[config.mk]
export PLATFORM = sky130hd
export DESIGN_NAME = plot_value_to_row
export DESIGN_NICKNAME = d
export VERILOG_FILES = /design/src/design/pvr_pkg.sv /design/src/design/plot_value_to_row.sv
export SDC_FILE = /design/constraint.sdc
export NUM_CORES = 2
export LEC_CHECK = 0
export ABC_AREA = 0
export BUFFER_PORTS_ARGS = -buffer_cell sky130_fd_sc_hd__buf_2
export CORE_MARGIN = 8
export CORE_UTILIZATION = 25
export CTS_BUF_LIST = sky130_fd_sc_hd__clkbuf_4 sky130_fd_sc_hd__clkbuf_8 sky130_fd_sc_hd__clkbuf_16
export DETAILED_ROUTE_END_ITERATION = 8
export PLACE_DENSITY = 0.5
export SLEW_MARGIN = 20
export SYNTH_ARGS = -nofsm -noshare
export SYNTH_HDL_FRONTEND = slang
export SYNTH_SLANG_ARGS = --single-unit
export TNS_END_PERCENT = 100
[constraint.sdc]
create_clock -name clk -period 8.7 [get_ports clk]
set_input_delay 1.74 -clock clk [delete_from_list [all_inputs] [get_ports clk]]
set_output_delay 1.74 -clock clk [all_outputs]
set_load 0.02 [all_outputs]
[src/design/pvr_pkg.sv]
// ----------------------------------------------------------------------------
// pvr_pkg
// Shared types and codes for the plot row mapper.
// ----------------------------------------------------------------------------
package pvr_pkg;

	typedef enum logic [1:0] {
		CFG_RANGE_MIN  = 2'd0,
		CFG_RANGE_MAX  = 2'd1,
		CFG_TOP_ROW    = 2'd2,
		CFG_BOTTOM_ROW = 2'd3
	} cfg_index_t;

	localparam int CFG_INDEX_BITS = 2;

endpackage

[src/design/plot_value_to_row.sv]
// ----------------------------------------------------------------------------
// plot_value_to_row
// Maps a signed sample onto a pixel row between the configured top and
// bottom rows, with clamping and round-half-up scaling.
// ----------------------------------------------------------------------------
// The block takes one item per clock while the output is not stalled. Each
// item passes a clamp stage, a multiply stage, the restoring divider, which
// resolves one quotient bit per pipeline stage, and the output register.
// A stalled output holds its item, and empty stages still fill, so input is
// taken while earlier rows wait.
module plot_value_to_row
	import pvr_pkg::*;
#(
	parameter int SAMPLE_BITS = 16,
	parameter int ROW_BITS    = 12
) (
	input  logic                               clk,
	input  logic                               arst_n,
	input  logic                               s_tvalid,
	output logic                               s_tready,
	input  logic [((SAMPLE_BITS+7)/8)*8-1:0]   s_tdata,   // sample
	output logic                               m_tvalid,
	input  logic                               m_tready,
	output logic [((ROW_BITS+7)/8)*8-1:0]      m_tdata,   // row
	input  logic                               wr_en,
	input  logic [CFG_INDEX_BITS-1:0]          wr_index,
	input  logic [((SAMPLE_BITS > ROW_BITS) ? SAMPLE_BITS : ROW_BITS)-1:0] wr_data
);

	localparam int S  = SAMPLE_BITS;
	localparam int R  = ROW_BITS;
	localparam int W  = S + R;
	localparam int OW = ((R + 7) / 8) * 8;

	logic signed [S-1:0] range_min_q, range_max_q;
	logic signed [R-1:0] top_row_q, bottom_row_q;
	logic [S-1:0]        span_q;
	logic [R-1:0]        height_q;
	logic                ok_q;

	always_ff @(posedge clk or negedge arst_n) begin
		if (!arst_n) begin
			range_min_q  <= '0;
			range_max_q  <= '0;
			top_row_q    <= '0;
			bottom_row_q <= '0;
		end else if (wr_en) begin
			unique case (cfg_index_t'(wr_index))
				CFG_RANGE_MIN:  range_min_q  <= wr_data[S-1:0];
				CFG_RANGE_MAX:  range_max_q  <= wr_data[S-1:0];
				CFG_TOP_ROW:    top_row_q    <= wr_data[R-1:0];
				CFG_BOTTOM_ROW: bottom_row_q <= wr_data[R-1:0];
				default: ;
			endcase
		end
	end

	logic [S:0] span_full;
	logic [R:0] height_full;
	assign span_full   = {range_max_q[S-1], range_max_q} - {range_min_q[S-1], range_min_q};
	assign height_full = {bottom_row_q[R-1], bottom_row_q} - {top_row_q[R-1], top_row_q};

	always_ff @(posedge clk or negedge arst_n) begin
		if (!arst_n) begin
			span_q   <= '0;
			height_q <= '0;
			ok_q     <= 1'b0;
		end else begin
			span_q   <= span_full[S-1:0];
			height_q <= height_full[R-1:0];
			ok_q     <= (range_max_q > range_min_q) && (bottom_row_q > top_row_q);
		end
	end

	// Handshake enables, from the output back to the input.
	logic vld_s1, vld_s2, vld_out_s;
	logic en_s1, en_s2, en_out;
	logic div_vld_s [R];
	logic div_en [R];

	assign en_out = !vld_out_s || m_tready;
	assign div_en[R-1] = !div_vld_s[R-1] || en_out;
	for (genvar k = 0; k < R - 1; k++) begin : g_en
		assign div_en[k] = !div_vld_s[k] || div_en[k+1];
	end
	assign en_s2 = !vld_s2 || div_en[0];
	assign en_s1 = !vld_s1 || en_s2;
	assign s_tready = en_s1;

	// Stage 1: clamp the sample into the range and take its offset.
	logic signed [S-1:0] sample;
	logic signed [S-1:0] clamped;
	logic [S:0]          delta_full;
	logic [S-1:0]        delta_s1;

	assign sample     = s_tdata[S-1:0];
	assign clamped    = (sample < range_min_q) ? range_min_q :
	                    (sample > range_max_q) ? range_max_q : sample;
	assign delta_full = {clamped[S-1], clamped} - {range_min_q[S-1], range_min_q};

	always_ff @(posedge clk or negedge arst_n) begin
		if (!arst_n) begin
			vld_s1 <= 1'b0;
		end else if (en_s1) begin
			vld_s1 <= s_tvalid;
		end
	end

	always_ff @(posedge clk) begin
		if (en_s1) begin
			delta_s1 <= delta_full[S-1:0];
		end
	end

	// Stage 2: scale by the height and add half the span for rounding.
	logic [W-1:0] num_s2;
	logic [W-1:0] product;
	assign product = {{R{1'b0}}, delta_s1} * {{S{1'b0}}, height_q};

	always_ff @(posedge clk or negedge arst_n) begin
		if (!arst_n) begin
			vld_s2 <= 1'b0;
		end else if (en_s2) begin
			vld_s2 <= vld_s1;
		end
	end

	always_ff @(posedge clk) begin
		if (en_s2) begin
			num_s2 <= product + {{(R + 1){1'b0}}, span_q[S-1:1]};
		end
	end

	// Restoring division, one quotient bit per stage.
	logic [S-1:0] div_rem_s [R];
	logic [R-1:0] div_low_s [R];
	logic [R-1:0] div_quo_s [R];

	for (genvar k = 0; k < R; k++) begin : g_div
		logic [S-1:0] rem_in;
		logic [R-1:0] low_in;
		logic [R-1:0] quo_in;
		logic         vld_in;
		logic [S:0]   trial;
		logic         fits;
		logic [S:0]   reduced;

		if (k == 0) begin : g_first
			assign rem_in = num_s2[W-1:R];
			assign low_in = num_s2[R-1:0];
			assign quo_in = '0;
			assign vld_in = vld_s2;
		end else begin : g_next
			assign rem_in = div_rem_s[k-1];
			assign low_in = div_low_s[k-1];
			assign quo_in = div_quo_s[k-1];
			assign vld_in = div_vld_s[k-1];
		end

		assign trial   = {rem_in, low_in[R-1]};
		assign fits    = trial >= {1'b0, span_q};
		assign reduced = fits ? (trial - {1'b0, span_q}) : trial;

		always_ff @(posedge clk or negedge arst_n) begin
			if (!arst_n) begin
				div_vld_s[k] <= 1'b0;
			end else if (div_en[k]) begin
				div_vld_s[k] <= vld_in;
			end
		end

		always_ff @(posedge clk) begin
			if (div_en[k]) begin
				div_rem_s[k] <= reduced[S-1:0];
				div_low_s[k] <= {low_in[R-2:0], 1'b0};
				div_quo_s[k] <= {quo_in[R-2:0], fits};
			end
		end
	end

	// Output register.
	logic signed [R-1:0] row_out_s;

	always_ff @(posedge clk or negedge arst_n) begin
		if (!arst_n) begin
			vld_out_s <= 1'b0;
		end else if (en_out) begin
			vld_out_s <= div_vld_s[R-1];
		end
	end

	always_ff @(posedge clk) begin
		if (en_out) begin
			row_out_s <= ok_q ? (bottom_row_q - div_quo_s[R-1]) : bottom_row_q;
		end
	end

	assign m_tvalid = vld_out_s;
	assign m_tdata  = {{(OW - R){1'b0}}, row_out_s};

	a_row_in_plot: assert property (@(posedge clk) disable iff (!arst_n)
		(vld_out_s && ok_q) |-> (row_out_s <= bottom_row_q && row_out_s >= top_row_q))
		else $error("row outside the plot rows");

	a_row_degenerate: assert property (@(posedge clk) disable iff (!arst_n)
		(vld_out_s && !ok_q) |-> (row_out_s == bottom_row_q))
		else $error("degenerate setup did not give the bottom row");

	a_rem_below_span: assert property (@(posedge clk) disable iff (!arst_n)
		(div_vld_s[R-1] && ok_q) |-> (div_rem_s[R-1] < span_q))
		else $error("division remainder not below the span");

	a_ready_when_empty: assert property (@(posedge clk) disable iff (!arst_n)
		!vld_s1 |-> s_tready)
		else $error("input stalled with an empty first stage");

endmodule
Word level (Yosys, flattened, before mapping)
Memory sizes are Yosys's and may differ from the RTL's.
Cells that the tools add are included.
{"block": "classes", "addsub": 17, "multipliers": 1, "n_lt_le_gt_ge": 16, "n_eq_ne": 3, "muxes": 39, "n_reduce_logical": 36}
{"operator": "two-way mux 16 bit", "count": 14}
{"operator": "subtractor 16 bit", "count": 14}
{"operator": ">= comparator 17 x 16 -> 1 bit", "count": 12}
{"operator": "> comparator 16 bit", "count": 2}
{"operator": "adder 28 x 15 -> 28 bit", "count": 1}
{"operator": "multiplier 16 x 12 -> 28 bit", "count": 1}
{"operator": "two-way mux 1 bit", "count": 24}
{"operator": "subtractor 12 bit", "count": 2}
{"operator": "less-than comparator 16 bit", "count": 1}
{"operator": "logical NOT 1 bit", "count": 15}
{"operator": "logical OR 1 bit", "count": 15}
{"operator": "> comparator 12 bit", "count": 1}
{"operator": "two-way mux 12 bit", "count": 1}
{"operator": "AND reduction 2 bit", "count": 4}
{"operator": "== test 2 bit (second input constant)", "count": 2}
{"operator": "== test 2 x 1 -> 1 bit (second input constant)", "count": 1}
{"operator": "logical NOT 2 bit", "count": 1}
{"operator": "logical AND 1 bit", "count": 1}
{"block": "word_totals", "register_bits": 156, "ramBits": 468, "input_bits": 39, "output_inout_bits": 18, "wordCells": 140, "memories": 3}
{"name": "div_rem_s", "words": 12, "width": 16, "read_ports": 11, "rd_clocked_by_memory_dff": 0, "write_ports": 12, "line_no": "plot_value_to_row.sv:135", "source": "logic [S-1:0] div_rem_s [R];"}
{"name": "div_quo_s", "words": 12, "width": 12, "read_ports": 12, "rd_clocked_by_memory_dff": 0, "write_ports": 12, "line_no": "plot_value_to_row.sv:137", "source": "logic [R-1:0] div_quo_s [R];"}
{"name": "div_low_s", "words": 12, "width": 11, "read_ports": 11, "rd_clocked_by_memory_dff": 0, "write_ports": 12, "line_no": "plot_value_to_row.sv:136", "source": "logic [R-1:0] div_low_s [R];"}

Logic depth before layout (Yosys ltp)
{"block": "depth", "word_depth": 16, "mapped_depth": 23, "ltp_nobuf": 23}

Worst setup path after synthesis
No wires, ideal clock.
{"block": "synth_timing", "path_kind": "input to register", "from": "input s_tdata[9]", "to": "register delta_s1[15], data pin", "setup_ns": 0.265, "arrival_ns": 5.486, "required_ns": 8.435, "path_slack_ns": 2.948, "stages": 19, "path_buffers": 1, "cell_sequence": "ha_1 a21o_1 a21o_1 a21oi_1 nor2_1 o32ai_1 clkbuf_1 nand2_1 o21ai_0 ha_1 nor2b_1 o31a_1 o41ai_1 o2111ai_1 a21o_1 a21o_1 a31oi_1 o21ai_0 xor2_1"}
{"block": "synth_between", "elab_chain_cells": 4, "word_cells_on_any_way": 5, "cone_classes": "add/sub (1); order compare (2); mux (2)"}
{"item": "from (decl)", "line_no": "plot_value_to_row.sv:21", "source": "input logic [((SAMPLE_BITS+7)/8)*8-1:0] s_tdata,"}
{"item": "> comparator 16 bit", "line_no": "plot_value_to_row.sv:98", "source": "(sample > range_max_q) ? range_max_q : sample;"}
{"item": "two-way mux 16 bit", "line_no": "plot_value_to_row.sv:98"}
{"item": "two-way mux 16 bit *", "line_no": "plot_value_to_row.sv:97", "source": "assign clamped = (sample < range_min_q) ? range_min_q :"}
{"item": "subtractor 16 bit *", "line_no": "plot_value_to_row.sv:99", "source": "assign delta_full = {clamped[S-1], clamped} - {range_min_q[S-1], range_min_q};"}
{"item": "net delta_full[15]", "line_no": "plot_value_to_row.sv:93", "source": "logic [S:0] delta_full;"}
{"item": "to (signal assigned)", "line_no": "plot_value_to_row.sv:111", "source": "delta_s1 <= delta_full[S-1:0];"}
{"item": "to (decl)", "line_no": "plot_value_to_row.sv:94", "source": "logic [S-1:0] delta_s1;"}
The timed path passes the listed nets; every way through them passes the cells marked *.
A chain may end at the register's enable or synchronous reset.

Worst setup path after layout
{"block": "layout_timing", "from": "register height_q[5]", "to": "register num_s2[27], data pin"}
{"block": "layout_between", "elab_chain_cells": 2}
{"item": "from (decl)", "line_no": "plot_value_to_row.sv:38", "source": "logic [R-1:0] height_q;"}
{"item": "from (signal assigned)", "line_no": "plot_value_to_row.sv:70", "source": "height_q <= height_full[R-1:0];"}
{"item": "multiplier 16 x 12 -> 28 bit", "line_no": "plot_value_to_row.sv:118", "source": "assign product = {{R{1'b0}}, delta_s1} * {{S{1'b0}}, height_q};"}
{"item": "adder 28 x 15 -> 28 bit", "line_no": "plot_value_to_row.sv:130", "source": "num_s2 <= product + {{(R + 1){1'b0}}, span_q[S-1:1]};"}
{"item": "to (signal assigned)", "line_no": "plot_value_to_row.sv:130"}
{"item": "to (decl)", "line_no": "plot_value_to_row.sv:116", "source": "logic [W-1:0] num_s2;"}
No other way between the ends.

==> impl_metrics.yaml <==
cts:
  cts_buffer_depth: 3
  tritoncts: "built"
  ctsResizeCount: 0
  cts_setup_buffers: 0
  postCtsHoldBufs: 0
  htree_levels: 2
  clkLatencyLatePin_ns: 0.65
  cts_sinks: 476
  root_buffer: "clkbuf_16"
  cts_buffers: 57
  clkTransAtPathRegs_ns: 0.06
cells_and_area:
  nFillCells: 14300
  num-nets-final: 3876
  antennaDiodeCount: 0
  drive_above_1_share_pct: 10.3
  area_delta_synth_final_pct: 13.0
route:
  drt_iter0_markers: 1342
  wl_per_cell_um: 16.3
  route.detailed.drc: 0
  vias: 23600
  dr.pass1.iters: 5
  ant_nets: 0
  drt-total-wl_um: 84100
  viasPerCell: 4.58
yosys:
  synth_top_flop_cell: "edfxtp_1"
  yosys_warnings: 0
  syn_inst: 3234
  synth.distinct_cells: 69
  synth_seq_area_share_pct: 39.8
  ys_ff_latch: 476
  synth_top_cell_area_share_pct: 32.5
  syn-cell-area_um2: 34700
  yosysTopAreaCell: "edfxtp_1"
  synth_area_per_cell_um2: 10.7
  synth_commonest_cells: "edfxtp_1, inv_1, ha_1"
  synth.most_common_cell: "edfxtp_1"
  synth_area_leaders: "edfxtp_1, ha_1, fa_1"
  synth_edf_count: 376
  synthArstFlopShare_pct: 21.0
grt:
  grt_max_degree: 60
  grt_remaining_overflow: 0
  grt_pass1_wl_um: 133000
  antenna_found_initial: 1
  groute.usage.overall_pct: 10.9
  grt_pass1_vias: 23600
sta:
  drv_slew: 0
  finalSetupViolCount: 0
  worst_slew_pin_slew_ns: 1.01
  finalHoldViolCount: 0
  fmax_ghz: 0.161
  layout_min_cycle_time_ns: 6.23
  timing.final.crit_share_pct: 71.6
  max_slew_margin_pct: 32.3
  setup-tns-final_ns: 0
  fin_skew_ns: 0.0652
  rsz0062_at_grt: "false"
die:
  core_um2: 138000
  start_util_pct: 25.2
  row_count: 136
  fp.dieW_um: 389
  die-height_um: 389
  io_pins: 57
  dieArea_um2: 151000
min_path:
  min_path_type: "flip-flop to flip-flop"
  min_from: "div_low_s[1][4]"
worst_setup_path:
  cp-startpoint: "height_q[5]"
  cp-end-kind: "flip-flop"
  worstSetupStartpointType: "flip-flop"
  critPathKind: "flip-flop to flip-flop"
  r2r_slack_ns: 2.47
  reg2reg_from: "height_q[5]"
  critPathMaxFanout: 16
  crit_required_ns: 9.04
  arrival_ns: 6.56
job:
  drv_cap: 0
outcome:
  status: "completed"
place:
  io_buffers: 52
  dp_hpwl_um: 62000
  place_congestion: 0.785
## logic make-up (layout without fill, tap and decap cells)
family,after synthesis,after routing,share of synthesized area [%]
compound gates,613,613,11.0
fa+ha+maj,520,520,22.4
simple gates,833,833,12.1
xor+xnor,183,183,4.62
mux,165,165,5.22
buf+inv,443,571,4.88
flops,476,476,39.8
other cells,1,4,0.0108
## metrics by stage
step | hold slack, ns | cell area (um2) | utilization, % | setup WS [ns] | cells
2_1_floorplan | 0.400 | 34700 | - | 2.95 | 3237
3_3_place_gp | 0.401 | 37200 | 27.0 | 2.31 | 5052
3_5_place_dp | 0.405 | 37200 | 27.0 | 2.21 | 5052
4_1_cts | 0.399 | 39200 | 28.5 | 2.46 | 5159
5_1_grt | 0.406 | 39200 | 28.5 | 2.16 | 5159
6_report | 0.408 | 39200 | 28.5 | 2.47 | 5159
## state kept, by name, summed over array words and instances (netlist names), 12 cells and up
name / count
range_max_q: 16
height_q: 12
row_out_s: 12
div_quo_s: 78
g_div.vld_in: 12
num_s2: 28
top_row_q: 12
range_min_q: 16
bottom_row_q: 12
div_rem_s: 176
delta_s1: 16
span_q: 16
div_low_s: 66
## worst max-delay path, cell delays in order (launching register included)
cell	delay (ns)
dfrtp_1	0.80
nand2_1	0.17
fa_1	0.54
fa_1	0.55
inv_1	0.05
ha_1	0.31
fa_1	0.54
inv_1	0.05
fa_1	0.53
inv_1	0.04
ha_1	0.20
or3_4	0.38
o21bai_1	0.19
a21oi_2	0.28
o211ai_2	0.19
a311oi_2	0.43
o21ai_2	0.10
a211o_1	0.29
a31oi_1	0.20
xnor2_1	0.09
## layout by cell type, fill, tap and decap left out, drive strengths merged, types with 14 or more instances in the layout
master | Yosys | final
nor3 | 52 | 52
nand2 | 231 | 231
xnor2 | 119 | 119
a31oi | 20 | 20
or3 | 14 | 14
nor2b | 60 | 60
mux2 | 128 | 128
dfrtp | 100 | 100
buf | 18 | 91
ha | 351 | 351
o21bai | 17 | 17
clkinv | 1 | 20
o31a | 14 | 14
a21o | 79 | 79
a21oi | 201 | 201
fa | 169 | 169
mux2i | 37 | 37
clkbuf | 52 | 68
o31ai | 15 | 15
inv | 372 | 376
o211ai | 14 | 14
nand2b | 48 | 48
xor2 | 64 | 64
o21a | 24 | 24
and2 | 102 | 102
o21ai | 150 | 150
nor2 | 170 | 170
nor4 | 15 | 15
nand3 | 37 | 37
edfxtp | 376 | 376
nand4 | 58 | 58
## worst paths after layout
path,endpoint,cells past startpoint
worst max-delay path,num_s2[27],19
worst min-delay path,div_low_s[2][5],0
worst max register to register,num_s2[27],19
worst min register to register,div_low_s[2][5],0
max in group asynchronous,range_min_q[5],2
min in group asynchronous,span_q[0],1
## layer usage
| metal | up-vias | wire, um | global-route usage (%) |
|---|---|---|---|
| li1 | 11600 | - | - |
| met1 | 11600 | 38800 | 14.6 |
| met2 | 324 | 40700 | 18.6 |
| met3 | 109 | 2780 | 1.33 |
| met4 | 0 | 1800 | 2.72 |
| met5 | - | 0 | 0 |
## final cells by class
class	instances	area (um2)	share of cell area, %
timing repair buffer	91	556	1.42
inverter	373	1400	3.57
multi-input combinational	2318	19200	49.1
clock buffer	68	1530	3.90
tap	1794	2240	5.73
clock inverter	39	438	1.12
sequential	476	13800	35.2
Power is not shown: default switching activity piles up to over one toggle a cycle in this logic, so the estimate is an artifact.
